## src/rtl/core/timed_integer_pid_top_assert.svh

```systemverilog
// Assertion macros for the timed integer PID block.
// Used by the top level; expects clk and rst_n in the including scope.
`ifndef TIMED_INTEGER_PID_TOP_ASSERT_SVH
`define TIMED_INTEGER_PID_TOP_ASSERT_SVH

// same-cycle implication
`define TIPID_ASSERT_IMP(label, ante, cons) \
    label: assert property (@(posedge clk) disable iff (!rst_n) (ante) |-> (cons)) \
        else $error("timed_integer_pid assertion failed");

// next-cycle implication
`define TIPID_ASSERT_NXT(label, ante, cons) \
    label: assert property (@(posedge clk) disable iff (!rst_n) (ante) |=> (cons)) \
        else $error("timed_integer_pid assertion failed");

`endif

```

## src/rtl/core/tipid_pkg.sv

```systemverilog
// Shared types and constants of the timed integer PID block.
// Used by the serial multiplier, the serial divider and the top level.
package tipid_pkg;

    localparam int DATA_W           = 32;
    localparam int STAMP_W          = 63;
    localparam int DIVISOR_W        = 31;
    localparam int TICKS_PER_MS     = 1000;
    localparam int DERIV_SCALE      = 1000;

    localparam int MUL_ITERS        = 32;
    localparam int MUL_CNT_W        = 5;
    localparam int DIV_WIDE_ITERS   = 63;
    localparam int DIV_NARROW_ITERS = 32;
    localparam int DIV_CNT_W        = 6;

    typedef enum logic [1:0] {
        ST_OK    = 2'd0,
        ST_FIRST = 2'd1,
        ST_STALE = 2'd2
    } status_t;

    typedef enum logic [2:0] {
        REG_GAIN_P     = 3'd0,
        REG_GAIN_I     = 3'd1,
        REG_GAIN_D     = 3'd2,
        REG_SCALE      = 3'd3,
        REG_OUT_MIN    = 3'd4,
        REG_OUT_MAX    = 3'd5,
        REG_TARGET     = 3'd6
    } reg_index_t;

    typedef struct packed {
        logic start;
        logic wide;
    } div_ctl_t;

endpackage

```

## src/rtl/core/tipid_mul.sv

```systemverilog
// Serial shift-add multiplier, one multiplier bit per cycle, low 32 bits kept.
// Depends on tipid_pkg.
module tipid_mul
    import tipid_pkg::*;
(
    input  logic              clk,
    input  logic              rst_n,
    input  logic              start,
    input  logic [DATA_W-1:0] a,
    input  logic [DATA_W-1:0] b,
    output logic              done,
    output logic [DATA_W-1:0] prod
);

    logic [DATA_W-1:0]    a_reg, a_next;
    logic [DATA_W-1:0]    b_reg, b_next;
    logic [DATA_W-1:0]    acc_reg, acc_next;
    logic [MUL_CNT_W-1:0] cnt_reg, cnt_next;
    logic                 busy_reg, busy_next;
    logic                 done_reg, done_next;

    always_comb
    begin
        a_next    = a_reg;
        b_next    = b_reg;
        acc_next  = acc_reg;
        cnt_next  = cnt_reg;
        busy_next = busy_reg;
        done_next = 1'b0;
        if (start)
        begin
            a_next    = a;
            b_next    = b;
            acc_next  = '0;
            cnt_next  = '0;
            busy_next = 1'b1;
        end
        else if (busy_reg)
        begin
            if (b_reg[0])
            begin
                acc_next = acc_reg + a_reg;
            end
            a_next   = {a_reg[DATA_W-2:0], 1'b0};
            b_next   = {1'b0, b_reg[DATA_W-1:1]};
            cnt_next = cnt_reg + 1'b1;
            if (cnt_reg == MUL_CNT_W'(MUL_ITERS - 1))
            begin
                busy_next = 1'b0;
                done_next = 1'b1;
            end
        end
    end

    always_ff @(posedge clk or negedge rst_n)
    begin
        if (!rst_n)
        begin
            busy_reg <= 1'b0;
            done_reg <= 1'b0;
            cnt_reg  <= '0;
        end
        else
        begin
            busy_reg <= busy_next;
            done_reg <= done_next;
            cnt_reg  <= cnt_next;
        end
    end

    always_ff @(posedge clk)
    begin
        a_reg   <= a_next;
        b_reg   <= b_next;
        acc_reg <= acc_next;
    end

    assign done = done_reg;
    assign prod = acc_reg;

endmodule

```

## src/rtl/core/tipid_div.sv

```systemverilog
// Serial restoring divider, one quotient bit per cycle, unsigned operands.
// 63-bit or 32-bit dividend (left aligned), 31-bit divisor. Depends on tipid_pkg.
module tipid_div
    import tipid_pkg::*;
(
    input  logic                 clk,
    input  logic                 rst_n,
    input  div_ctl_t             ctl,
    input  logic [STAMP_W-1:0]   dividend,
    input  logic [DIVISOR_W-1:0] divisor,
    output logic                 done,
    output logic [DATA_W-1:0]    quotient
);

    logic [STAMP_W-1:0]   num_reg, num_next;
    logic [DIVISOR_W-1:0] den_reg, den_next;
    logic [DIVISOR_W-1:0] rem_reg, rem_next;
    logic [DATA_W-1:0]    quo_reg, quo_next;
    logic [DIV_CNT_W-1:0] cnt_reg, cnt_next;
    logic [DIV_CNT_W-1:0] last_reg, last_next;
    logic                 busy_reg, busy_next;
    logic                 done_reg, done_next;
    logic [DIVISOR_W:0]   trial;
    logic [DIVISOR_W:0]   diff;
    logic                 fits;

    assign trial = {rem_reg, num_reg[STAMP_W-1]};
    assign diff  = trial - {1'b0, den_reg};
    assign fits  = (trial >= {1'b0, den_reg});

    always_comb
    begin
        num_next  = num_reg;
        den_next  = den_reg;
        rem_next  = rem_reg;
        quo_next  = quo_reg;
        cnt_next  = cnt_reg;
        last_next = last_reg;
        busy_next = busy_reg;
        done_next = 1'b0;
        if (ctl.start)
        begin
            num_next  = dividend;
            den_next  = divisor;
            rem_next  = '0;
            quo_next  = '0;
            cnt_next  = '0;
            last_next = ctl.wide ? DIV_CNT_W'(DIV_WIDE_ITERS - 1)
                                 : DIV_CNT_W'(DIV_NARROW_ITERS - 1);
            busy_next = 1'b1;
        end
        else if (busy_reg)
        begin
            rem_next = fits ? diff[DIVISOR_W-1:0] : trial[DIVISOR_W-1:0];
            quo_next = {quo_reg[DATA_W-2:0], fits};
            num_next = {num_reg[STAMP_W-2:0], 1'b0};
            cnt_next = cnt_reg + 1'b1;
            if (cnt_reg == last_reg)
            begin
                busy_next = 1'b0;
                done_next = 1'b1;
            end
        end
    end

    always_ff @(posedge clk or negedge rst_n)
    begin
        if (!rst_n)
        begin
            busy_reg <= 1'b0;
            done_reg <= 1'b0;
            cnt_reg  <= '0;
            last_reg <= '0;
        end
        else
        begin
            busy_reg <= busy_next;
            done_reg <= done_next;
            cnt_reg  <= cnt_next;
            last_reg <= last_next;
        end
    end

    always_ff @(posedge clk)
    begin
        num_reg <= num_next;
        den_reg <= den_next;
        rem_reg <= rem_next;
        quo_reg <= quo_next;
    end

    assign done     = done_reg;
    assign quotient = quo_reg;

endmodule

```

## src/rtl/core/timed_integer_pid_top.sv

```systemverilog
// Timed integer PID regulator: top level with configuration, sequencer and output register.
// Depends on tipid_pkg, tipid_mul, tipid_div and timed_integer_pid_top_assert.svh.
//
// One item is worked at a time. A restart item gives no result and leaves the block ready.
// A first sample or a sample whose time has not advanced goes straight to the push state,
// which loads its result into the output register once that register is free. A computed
// sample passes through the whole sequence: the serial divider first forms the millisecond
// count (the proportional product runs beside it), the serial multiplier then forms four
// products in turn, and the same divider forms the derivative quotient (skipped when the
// millisecond count is not positive) and the final scaling, before the clamp and push states.
// The block is ready for the next item as soon as the result enters the output register;
// a result still held there by the receiver delays it further.
`include "timed_integer_pid_top_assert.svh"

module timed_integer_pid_top
    import tipid_pkg::*;
(
    input  logic        clk,
    input  logic        rst_n,
    input  logic        cfg_we,
    input  logic [2:0]  cfg_index,
    input  logic [31:0] cfg_data,
    input  logic        s_tvalid,
    output logic        s_tready,
    input  logic [95:0] s_tdata,   // measured_speed [31:0], timestamp_us [94:32], zero [95]
    input  logic        s_tuser,   // mode [0]
    output logic        m_tvalid,
    input  logic        m_tready,
    output logic [31:0] m_tdata,   // drive [31:0]
    output logic [1:0]  m_tuser    // status [1:0]
);

    typedef enum logic [11:0] {
        S_IDLE   = 12'b000000000001,
        S_MS     = 12'b000000000010,
        S_ESUM   = 12'b000000000100,
        S_ITERM  = 12'b000000001000,
        S_DMUL   = 12'b000000010000,
        S_DSCALE = 12'b000000100000,
        S_DDIV   = 12'b000001000000,
        S_SUM    = 12'b000010000000,
        S_SSTART = 12'b000100000000,
        S_SDIV   = 12'b001000000000,
        S_CLAMP  = 12'b010000000000,
        S_PUSH   = 12'b100000000000
    } state_t;

    logic [DATA_W-1:0]    gain_p_reg, gain_i_reg, gain_d_reg;
    logic [DIVISOR_W-1:0] scale_reg;
    logic [DATA_W-1:0]    out_min_reg, out_max_reg, target_reg;

    state_t               state_reg, state_next;
    logic [DATA_W-1:0]    err_reg, err_next;
    logic [DATA_W-1:0]    last_err_reg, last_err_next;
    logic [DATA_W-1:0]    esum_reg, esum_next;
    logic [STAMP_W-1:0]   stamp_reg, stamp_next;
    logic                 await_reg, await_next;
    logic [DATA_W-1:0]    ms_reg, ms_next;
    logic [DATA_W-1:0]    p_reg, p_next;
    logic [DATA_W-1:0]    i_reg, i_next;
    logic [DATA_W-1:0]    d_reg, d_next;
    logic [DATA_W-1:0]    work_reg, work_next;
    logic                 neg_reg, neg_next;
    logic [DATA_W-1:0]    res_drive_reg, res_drive_next;
    status_t              res_status_reg, res_status_next;
    logic                 out_valid_reg, out_valid_next;
    logic [DATA_W-1:0]    out_drive_reg, out_drive_next;
    status_t              out_status_reg, out_status_next;

    logic [DATA_W-1:0]    in_meas;
    logic [STAMP_W-1:0]   in_now;
    logic [DATA_W-1:0]    in_err;
    logic [STAMP_W-1:0]   dt;
    logic                 accept;
    logic                 ms_pos;
    logic [DATA_W-1:0]    esum_add;
    logic [DATA_W-1:0]    prod_abs;
    logic [DATA_W-1:0]    work_abs;
    logic [DATA_W-1:0]    quo_signed;
    logic [DATA_W-1:0]    clamp_hi;
    logic [DIVISOR_W-1:0] den;

    logic                 mul_start;
    logic [DATA_W-1:0]    mul_a, mul_b;
    logic                 mul_done;
    logic [DATA_W-1:0]    mul_prod;
    div_ctl_t             div_ctl;
    logic [STAMP_W-1:0]   div_num;
    logic [DIVISOR_W-1:0] div_den;
    logic                 div_done;
    logic [DATA_W-1:0]    div_quo;

    assign in_meas    = s_tdata[31:0];
    assign in_now     = s_tdata[94:32];
    assign in_err     = target_reg - in_meas;
    assign dt         = in_now - stamp_reg;
    assign s_tready   = (state_reg == S_IDLE);
    assign accept     = s_tvalid && s_tready;
    assign ms_pos     = !ms_reg[DATA_W-1] && (ms_reg != '0);
    assign esum_add   = esum_reg + mul_prod;
    assign prod_abs   = mul_prod[DATA_W-1] ? (~mul_prod + 1'b1) : mul_prod;
    assign work_abs   = work_reg[DATA_W-1] ? (~work_reg + 1'b1) : work_reg;
    assign quo_signed = neg_reg ? (~div_quo + 1'b1) : div_quo;
    assign clamp_hi   = ($signed(work_reg) > $signed(out_max_reg)) ? out_max_reg : work_reg;
    assign den        = (scale_reg == '0) ? DIVISOR_W'(1) : scale_reg;

    always_ff @(posedge clk or negedge rst_n)
    begin
        if (!rst_n)
        begin
            gain_p_reg  <= '0;
            gain_i_reg  <= '0;
            gain_d_reg  <= '0;
            scale_reg   <= DIVISOR_W'(1);
            out_min_reg <= '0;
            out_max_reg <= DATA_W'(255);
            target_reg  <= '0;
        end
        else if (cfg_we)
        begin
            case (cfg_index)
                REG_GAIN_P:  gain_p_reg  <= cfg_data;
                REG_GAIN_I:  gain_i_reg  <= cfg_data;
                REG_GAIN_D:  gain_d_reg  <= cfg_data;
                REG_SCALE:   scale_reg   <= cfg_data[DIVISOR_W-1:0];
                REG_OUT_MIN: out_min_reg <= cfg_data;
                REG_OUT_MAX: out_max_reg <= cfg_data;
                REG_TARGET:  target_reg  <= cfg_data;
                default:     ;
            endcase
        end
    end

    always_comb
    begin
        state_next      = state_reg;
        err_next        = err_reg;
        last_err_next   = last_err_reg;
        esum_next       = esum_reg;
        stamp_next      = stamp_reg;
        await_next      = await_reg;
        ms_next         = ms_reg;
        p_next          = p_reg;
        i_next          = i_reg;
        d_next          = d_reg;
        work_next       = work_reg;
        neg_next        = neg_reg;
        res_drive_next  = res_drive_reg;
        res_status_next = res_status_reg;
        mul_start       = 1'b0;
        mul_a           = err_reg;
        mul_b           = ms_reg;
        div_ctl.start   = 1'b0;
        div_ctl.wide    = 1'b0;
        div_num         = {work_abs, {(STAMP_W-DATA_W){1'b0}}};
        div_den         = den;

        case (state_reg)
            S_IDLE:
            begin
                if (accept)
                begin
                    err_next = in_err;
                    if (s_tuser)
                    begin
                        esum_next     = '0;
                        last_err_next = '0;
                        await_next    = 1'b1;
                    end
                    else if (await_reg)
                    begin
                        stamp_next      = in_now;
                        last_err_next   = in_err;
                        await_next      = 1'b0;
                        res_drive_next  = '0;
                        res_status_next = ST_FIRST;
                        state_next      = S_PUSH;
                    end
                    else if (in_now <= stamp_reg)
                    begin
                        res_drive_next  = '0;
                        res_status_next = ST_STALE;
                        state_next      = S_PUSH;
                    end
                    else
                    begin
                        stamp_next    = in_now;
                        div_ctl.start = 1'b1;
                        div_ctl.wide  = 1'b1;
                        div_num       = dt;
                        div_den       = DIVISOR_W'(TICKS_PER_MS);
                        mul_start     = 1'b1;
                        mul_a         = gain_p_reg;
                        mul_b         = in_err;
                        state_next    = S_MS;
                    end
                end
            end
            S_MS:
            begin
                if (mul_done)
                begin
                    p_next = mul_prod;
                end
                if (div_done)
                begin
                    ms_next    = div_quo;
                    mul_start  = 1'b1;
                    mul_a      = err_reg;
                    mul_b      = div_quo;
                    state_next = S_ESUM;
                end
            end
            S_ESUM:
            begin
                if (mul_done)
                begin
                    esum_next  = esum_add;
                    mul_start  = 1'b1;
                    mul_a      = gain_i_reg;
                    mul_b      = esum_add;
                    state_next = S_ITERM;
                end
            end
            S_ITERM:
            begin
                if (mul_done)
                begin
                    i_next        = mul_prod;
                    mul_start     = 1'b1;
                    mul_a         = gain_d_reg;
                    mul_b         = err_reg - last_err_reg;
                    last_err_next = err_reg;
                    state_next    = S_DMUL;
                end
            end
            S_DMUL:
            begin
                if (mul_done)
                begin
                    mul_start  = 1'b1;
                    mul_a      = mul_prod;
                    mul_b      = DATA_W'(DERIV_SCALE);
                    state_next = S_DSCALE;
                end
            end
            S_DSCALE:
            begin
                if (mul_done)
                begin
                    if (ms_pos)
                    begin
                        neg_next      = mul_prod[DATA_W-1];
                        div_ctl.start = 1'b1;
                        div_num       = {prod_abs, {(STAMP_W-DATA_W){1'b0}}};
                        div_den       = ms_reg[DIVISOR_W-1:0];
                        state_next    = S_DDIV;
                    end
                    else
                    begin
                        d_next     = '0;
                        state_next = S_SUM;
                    end
                end
            end
            S_DDIV:
            begin
                if (div_done)
                begin
                    d_next     = quo_signed;
                    state_next = S_SUM;
                end
            end
            S_SUM:
            begin
                work_next  = p_reg + i_reg + d_reg;
                state_next = S_SSTART;
            end
            S_SSTART:
            begin
                neg_next      = work_reg[DATA_W-1];
                div_ctl.start = 1'b1;
                state_next    = S_SDIV;
            end
            S_SDIV:
            begin
                if (div_done)
                begin
                    work_next  = quo_signed;
                    state_next = S_CLAMP;
                end
            end
            S_CLAMP:
            begin
                res_drive_next  = ($signed(clamp_hi) < $signed(out_min_reg)) ? out_min_reg
                                                                              : clamp_hi;
                res_status_next = ST_OK;
                state_next      = S_PUSH;
            end
            S_PUSH:
            begin
                if (!out_valid_reg || m_tready)
                begin
                    state_next = S_IDLE;
                end
            end
            default:
            begin
                state_next = S_IDLE;
            end
        endcase
    end

    always_comb
    begin
        out_valid_next  = out_valid_reg;
        out_drive_next  = out_drive_reg;
        out_status_next = out_status_reg;
        if (out_valid_reg && m_tready)
        begin
            out_valid_next = 1'b0;
        end
        if ((state_reg == S_PUSH) && (!out_valid_reg || m_tready))
        begin
            out_valid_next  = 1'b1;
            out_drive_next  = res_drive_reg;
            out_status_next = res_status_reg;
        end
    end

    always_ff @(posedge clk or negedge rst_n)
    begin
        if (!rst_n)
        begin
            state_reg     <= S_IDLE;
            esum_reg      <= '0;
            last_err_reg  <= '0;
            stamp_reg     <= '0;
            await_reg     <= 1'b1;
            out_valid_reg <= 1'b0;
        end
        else
        begin
            state_reg     <= state_next;
            esum_reg      <= esum_next;
            last_err_reg  <= last_err_next;
            stamp_reg     <= stamp_next;
            await_reg     <= await_next;
            out_valid_reg <= out_valid_next;
        end
    end

    always_ff @(posedge clk)
    begin
        err_reg        <= err_next;
        ms_reg         <= ms_next;
        p_reg          <= p_next;
        i_reg          <= i_next;
        d_reg          <= d_next;
        work_reg       <= work_next;
        neg_reg        <= neg_next;
        res_drive_reg  <= res_drive_next;
        res_status_reg <= res_status_next;
        out_drive_reg  <= out_drive_next;
        out_status_reg <= out_status_next;
    end

    tipid_mul u_mul (
        .clk   (clk),
        .rst_n (rst_n),
        .start (mul_start),
        .a     (mul_a),
        .b     (mul_b),
        .done  (mul_done),
        .prod  (mul_prod)
    );

    tipid_div u_div (
        .clk      (clk),
        .rst_n    (rst_n),
        .ctl      (div_ctl),
        .dividend (div_num),
        .divisor  (div_den),
        .done     (div_done),
        .quotient (div_quo)
    );

    assign m_tvalid = out_valid_reg;
    assign m_tdata  = out_drive_reg;
    assign m_tuser  = out_status_reg;

    `TIPID_ASSERT_IMP(a_idle_result_zero, m_tvalid && (m_tuser != ST_OK), m_tdata == '0)
    `TIPID_ASSERT_IMP(a_mul_done_state, mul_done,
        (state_reg == S_MS) || (state_reg == S_ESUM) || (state_reg == S_ITERM) ||
        (state_reg == S_DMUL) || (state_reg == S_DSCALE))
    `TIPID_ASSERT_IMP(a_div_done_state, div_done,
        (state_reg == S_MS) || (state_reg == S_DDIV) || (state_reg == S_SDIV))
    `TIPID_ASSERT_NXT(a_restart_clears, accept && s_tuser,
        await_reg && (state_reg == S_IDLE) && (esum_reg == '0) && (last_err_reg == '0))

endmodule

```

## config.mk

```make
export PLATFORM = sky130hd
export DESIGN_NAME = timed_integer_pid_top
export DESIGN_NICKNAME = d
export VERILOG_FILES = /design/src/rtl/core/tipid_pkg.sv /design/src/rtl/core/tipid_mul.sv /design/src/rtl/core/tipid_div.sv /design/src/rtl/core/timed_integer_pid_top.sv
export VERILOG_INCLUDE_DIRS = /design/src /design/src/rtl/core
export SDC_FILE = /design/constraint.sdc
export NUM_CORES = 2
export LEC_CHECK = 0
export BUFFER_PORTS_ARGS = -buffer_cell sky130_fd_sc_hd__buf_2
export CAP_MARGIN = 40
export CORE_MARGIN = 4
export CORE_UTILIZATION = 55
export CTS_CLUSTER_DIAMETER = 60
export DETAILED_ROUTE_END_ITERATION = 7
export PLACE_DENSITY_LB_ADDON = 0.12
export SLEW_MARGIN = 20
export SYNTH_ARGS = -nofsm -noshare
export SYNTH_HDL_FRONTEND = slang
export SYNTH_SLANG_ARGS = --single-unit
```

## constraint.sdc

```tcl
create_clock -name clk -period 7.6 [get_ports clk]
set_input_delay 0.38 -clock clk [delete_from_list [all_inputs] [get_ports clk]]
set_output_delay 0.38 -clock clk [all_outputs]
set_load 0.02 [all_outputs]
```

Word level (Yosys, flattened, before mapping)

Index checks and enable logic that the tools add are counted.
W data, S select, Z words.

$add $sub $neg: 13
Magnitude comparators: 4
Equal/unequal tests: 36
Muxes and demuxes: 122
Bitwise gates (word level): 4
Reductions and logical operators: 39

Operators with widths:

| cell                    | count |
|---|---|
| $mux W32                | 38 |
| $mux W63                | 10 |
| $pmux W32 S2            | 5 |
| $mux W31                | 8 |
| $pmux W32 S5            | 1 |
| $mux W12                | 12 |
| $pmux W12 S12           | 1 |
| $add A32 B32 Y32        | 4 |
| $pmux W32 S4            | 1 |
| $pmux W63 S2            | 1 |
| $add A32 B1 Y32 const B | 3 |
| $not A32 Y32            | 3 |
| $sub A32 B32 Y32        | 2 |
| $le A63 B63 Y1          | 1 |
| $sub A63 B63 Y63        | 1 |
| $pmux W31 S2            | 1 |
| $ge A32 B31 Y1          | 1 |
| $gt A32 B32 Y1          | 1 |
| $lt A32 B32 Y1          | 1 |
| $reduce_bool A32 Y1     | 1 |
| $logic_not A31 Y1       | 1 |
| $sub A31 B31 Y31        | 1 |
| $mux W1                 | 26 |
| $reduce_and A2 Y1       | 12 |
| other kinds (39)        | 82 |

Bits in registers: 899
Input port bits: 137

Longest topological paths before layout

Depth after elaboration: 9
Mapped depth: 24
Depth with buffers taken out: 21

Hierarchy

Synthesis repeated with hierarchy kept, for this count alone.

Cells, all modules: 5600
Area total of the unflattened synthesis: 56297.7 um^2

By module, submodules not included:

| module                | instances | cells each | area each (um^2) | sequential area each (um^2) |
|---|---|---|---|---|
| timed_integer_pid_top | 1         | 4269       | 41808.8          | 16960.0 |
| tipid_div             | 1         | 770        | 8523.2           | 4359.2 |
| tipid_mul             | 1         | 561        | 5965.7           | 2737.6 |

Least setup slack after synthesis

Ideal clock, no wire load.

Kind: input to register
From: input port s_tdata[38]
To: register res_drive_reg[0], enable pin
Arrival time: 4.684 ns
Data required time: 7.126 ns
Setup slack: 2.442 ns
Stages on the path: 7
Path buffers: 0
Cell sequence: ha_1 -> a2111o_1 -> o21ai_1 -> a21oi_1 -> a2111oi_2 -> a21oi_2 -> o21ai_0

Cells in the longest elaborated chain, start to end: 3

Ends and longest elaborated chain:

| item                        | line                         | RTL |
|---|---|---|
| from (decl)                 | timed_integer_pid_top.sv:25  | `input logic [95:0] s_tdata,` |
| $le A63 B63 Y1              | timed_integer_pid_top.sv:179 | `else if (in_now <= stamp_reg)` |
| $ne A3 B1 Y1 (no line)      | --                           |  |
| $reduce_and A4 Y1 (no line) | --                           |  |
| to (signal assigned)        | timed_integer_pid_top.sv:362 | `res_drive_reg <= res_drive_next;` |
| to (decl)                   | timed_integer_pid_top.sv:64  | `logic [DATA_W-1:0] res_drive_reg, res_drive_next;` |

No other way between the ends.
A chain may end at the register's enable or synchronous reset.

Worst setup path after layout

From: register work_reg[15]
To: register res_drive_reg[8], data pin

Cells in the longest elaborated chain, start to end: 5

Ends and longest elaborated chain:

| item                   | line                         | RTL |
|---|---|---|
| from (decl)            | timed_integer_pid_top.sv:62  | `logic [DATA_W-1:0] work_reg, work_next;` |
| from (signal assigned) | timed_integer_pid_top.sv:360 | `work_reg <= work_next;` |
| $gt A32 B32 Y1         | timed_integer_pid_top.sv:104 | `assign clamp_hi = ($signed(work_reg) > $signed(out_max_reg)) ? out_max_reg : work_reg;` |
| $mux W32 (*)           | timed_integer_pid_top.sv:104 |  |
| $lt A32 B32 Y1         | timed_integer_pid_top.sv:295 | `res_drive_next = ($signed(clamp_hi) < $signed(out_min_reg)) ? out_min_reg` |
| $mux W32 (*)           | timed_integer_pid_top.sv:295 |  |
| $pmux W32 S2 (*)       | timed_integer_pid_top.sv:158 | `case (state_reg)` |

Mark *: on every way between the ends. The rest lies on a longest branch, timed or not.

==> impl_summary.md <==
Worst setup path
The peak fanout along the critical path is 25. In this design, the stage delay of the slowest critical-path cell is 0.55 ns. The critical path contains buffers and inverters numbering 2 combined. Walking the worst path, the cells encountered are ha_1, nand4_1, nor4_1, a21bo_2, a31oi_1, nor2_1, a21boi_2, buf_4, mux2_2, ha_1, nand4_1, a2111oi_0, o31a_1, a2111oi_0, o21ai_0, a31o_1, a21o_2, buf_12, mux2i_1, nor2_1. The required time at the endpoint of the critical path is 8.03 ns. The master of the slowest instance on the critical path is sky130_fd_sc_hd__a2111oi_0. The critical path is of the flop to flop type.

The cell family contributing the most delay on the critical path is compound AO/OA/AOI/OAI gates. STA puts the critical path data arrival time at 6.09 ns. The startpoint kind of the worst setup timing path is a flop. STA classifies the critical path endpoint as a flop.

Clock network
The root cell of the clock tree is sky130_fd_sc_hd__clkbuf_16. The clock sink count is 896. Clock-pin slew was measured on the worst setup and hold paths at 0.06 ns. Clock tree synthesis inserted a total of 106 buffers. The clock tree from TritonCTS is built.

Post-CTS repair changed the size of 0 cells. The H-tree generated during clock tree synthesis spans 3 levels. The clock reaches the later pin of the worst-skew pair after 0.70 ns.

The number of buffers on the longest clock path is 3.

Logic synthesis
The number of nets in the synthesized netlist is 6097. In the post-synthesis netlist, the biggest area contributors are sky130_fd_sc_hd__edfxtp_1 23%, sky130_fd_sc_hd__dfrtp_1 17%, sky130_fd_sc_hd__ha_1 7.2%, sky130_fd_sc_hd__mux2_2 5.4%, sky130_fd_sc_hd__a21oi_1 4.2%. The number of warnings reported in the yosys synthesis log is 0.

The async set-reset flop share out of synthesis is 42.6%. After synthesis the netlist holds a flip-flop and latch count of 896. Synthesis handed over a netlist of 5605 instances. Among all flip-flop cells after synthesis, the most frequent one is sky130_fd_sc_hd__edfxtp_1.

The summed instance area of the synthesized netlist is 55300 sq um. The number of different library cells in the post-synthesis netlist is 107. The synthesized design contains 419 enable-type register cells.

The average instance in the mapped netlist occupies 9.87 sq um. The portion of synthesized cell area occupied by the leading cell type is 22.7%. The cell type with the highest aggregate area in the netlist is sky130_fd_sc_hd__edfxtp_1. For this run, the register share of the synthesized area comes to 43.5%.

STA
In the final timing run, aggregate negative setup slack is 0 ns. The fmax is 0.176 GHz. Measured against its own limit, the worst slew margin works out to 35.1%. In the post-route analysis, the smallest setup slack over all paths is 1.93 ns. The worst-case clock skew is 0.0321 ns.

The number of pins with negative max-slew slack in the final report is 0. The worst path in the final design needs a cycle of 5.67 ns, including I/O delays and setup. Setup repair after global routing left no endpoint under its margin. For the pin with the worst max-slew slack, the measured transition is 0.974 ns. Setup violations remaining at the end of the flow were counted as 0. The post-route clock period utilization is 74.6%.

The hold violation total from the final report is 0.

Detailed routing
The post-route DRC violation count is 0. After detailed routing, the number of vias per cell comes to 6.32. The detail route stage leaves a number of antenna-violating nets equal to 0.

Summing over every cut layer, the via total after detailed routing is 45500. The total wire length after detailed routing is 183000 microns. The first detailed-routing pass took 6 iterations. After detailed routing, the average wire length per cell comes to 25.5 microns. The first routing iteration left 5025 violations.

Placed design
The number of input and output port buffers inserted is 171. OpenSTA, run right after detailed placement, puts the worst setup slack at 1.95 ns. Routability-driven placement finished with a final weighted congestion of 0.971.

The wire-length estimate of the detail-placed layout is 133000 microns.

GRT
Entering global routing, the biggest net connects 140 pins. The initial antenna violation count is 23. Global routing used 45.3% of the available met1 tracks. The number of global-route vias before repair is 43200.

The leftover overflow at the end of global routing is 0. The global routing usage on met3 is 7.48%. The first-pass GRT wire length is 271000 microns. For this run, the total global-route usage over all layers was measured as 33.7%. The met2 routing resource usage after global routing is 52.5%. The layer flagged by global routing as most heavily used is met2.

Die
The height of the chip is 325 microns. For this configuration, the core starts out at a cell density of 55.3%. The total number of placement rows is 116.

The die covers 106000 sq um. During I/O placement, the number of pins put on the boundary was 173. The core footprint is 100000 sq um.

The die is 325 microns wide.

Power
IR analysis of the VDD net gives a maximum drop of 0.226 mV. The analysis attributes to cell leakage a power of 26.9 nW. The power per cell area is 392 nW/um^2.

Finish
At the end of the flow, the number of nets in the layout was 6294. The multi-input combinational cell area is 29200 sq um. Across the whole layout, storage elements account for 24100 sq um. The signed area change from the synthesized netlist to the final layout is 12.5%. The share of layout cells above drive strength 1 is 13.9%. For this run, the share of the core covered by cells in the final layout is 62.3%. Counting the fill cells in the layout gives 8445.

Run status
The run finished with clean final reports.

Hold path
The tightest min-delay check is of the input pin to flop type.

Job
Across the run, the number of max-cap violations was 0.
-- metrics by stage --
stage	instance area, sq um	total power, W	hold slack (ns)	cells
2_1_floorplan	55300	0.0156	0.0844	5605
3_3_place_gp	57600	0.0187	0.402	6909
3_5_place_dp	57900	0.0189	0.405	6922
4_1_cts	62100	0.0242	0.109	7186
5_1_grt	62200	0.0259	0.123	7192
6_report	62300	0.0244	0.146	7196
-- repair_timing --
item,4_1_cts,5_1_grt
setup buffers,0,0
hold buffers,65,0
endpoints found under the hold margin,139,0
-- per-layer routing --
layer,part of all wire [%],vias to the layer above
met2,44,2026
li1,-,20900
met3,9.8,394
met1,41,22200
met4,5.3,0
met5,0,-
-- worst min-delay path, stage by stage --
cell                      delay (ns)
sky130_fd_sc_hd__buf_2          0.24
sky130_fd_sc_hd__nand2_1        0.10
sky130_fd_sc_hd__o21ai_0        0.07
-- final cells by class --
cell class | instances | area share, %
Inverter | 314 | 1.90
Clock inverter | 48 | 0.808
Antenna cell | 5 | 0.0201
Tap cell | 1298 | 2.61
Clock buffer | 151 | 4.98
Multi-Input combinational cell | 4134 | 46.9
Timing Repair Buffer | 350 | 4.16
Sequential cell | 896 | 38.6
-- Yosys cell counts (all sizes together), types with 38 or more instances --
master and n:
a31oi 42, nor3 72, xor2 157, o21ai 380
buf 78, edfxtp 419, a21o 115, inv 311
nand2 410, nand3 112, dfrtp 371, fa 38
dfxtp 95, a221oi 46, o21a 58, nand2b 78
mux2i 115, nor2 544, a221o 38, mux2 320
xnor2 156, clkbuf 183, nand4 67, a21oi 462
ha 317
-- report_power, final --
| part | switching, W | internal, W | total (W) |
|---|---|---|---|
| Sequential | 0.00102 | 0.00674 | 0.00776 |
| Combinational | 0.00683 | 0.00456 | 0.0114 |
| Clock | 0.00215 | 0.00312 | 0.00527 |
| Total | 0.0100 | 0.0144 | 0.0244 |
-- logic make-up after synthesis --
kind of cell | Yosys count | synth area share, %
simple gates | 1510 | 12.8
mux | 435 | 8.59
flops | 896 | 43.5
xor+xnor | 313 | 4.95
compound gates | 1521 | 17.6
buf+inv | 575 | 4.07
fa+ha+maj | 355 | 8.54
-- cells in the final DEF (no fill, tap or decap), types with 42 or more instances in the layout --
cell                              n
sky130_fd_sc_hd__a21o_1         114
sky130_fd_sc_hd__a21oi_1        459
sky130_fd_sc_hd__a221oi_1        46
sky130_fd_sc_hd__a31oi_1         42
sky130_fd_sc_hd__buf_2          170
sky130_fd_sc_hd__buf_4           97
sky130_fd_sc_hd__clkbuf_16      112
sky130_fd_sc_hd__dfrtp_1        369
sky130_fd_sc_hd__dfxtp_1         95
sky130_fd_sc_hd__dlygate4sd3_1   65
sky130_fd_sc_hd__edfxtp_1       419
sky130_fd_sc_hd__ha_1           317
sky130_fd_sc_hd__inv_1          308
sky130_fd_sc_hd__mux2_1          54
sky130_fd_sc_hd__mux2_2         266
sky130_fd_sc_hd__mux2i_1        115
sky130_fd_sc_hd__nand2_1        405
sky130_fd_sc_hd__nand2b_1        78
sky130_fd_sc_hd__nand3_1        109
sky130_fd_sc_hd__nand4_1         66
sky130_fd_sc_hd__nor2_1         536
sky130_fd_sc_hd__nor3_1          66
sky130_fd_sc_hd__o21a_1          58
sky130_fd_sc_hd__o21ai_0        332
sky130_fd_sc_hd__o21ai_1         42
sky130_fd_sc_hd__xnor2_1        156
sky130_fd_sc_hd__xor2_1         157
-- worst paths after layout --
kind                                            startpoint                              to  slack, ns  cells past startpoint
setup / recovery                    work_reg[15]$_DFFE_PP_  res_drive_reg[8]$_SDFFCE_PN0P_       1.93                     20
hold / removal                                 cfg_data[3]      out_min_reg[3]$_DFFE_PN0P_       0.15                      3
setup reg to reg                    work_reg[15]$_DFFE_PP_  res_drive_reg[8]$_SDFFCE_PN0P_       1.93                     20
hold reg to reg            res_drive_reg[14]$_SDFFCE_PN0P_           m_tdata[14]$_DFFE_PP_       0.42                      0
max in group asynchronous                            rst_n      gain_i_reg[15]$_DFFE_PN0P_       5.68                      5
min in group asynchronous                            rst_n       scale_reg[27]$_DFFE_PN0P_       0.25                      2
Power figures use the tool's default switching activity.
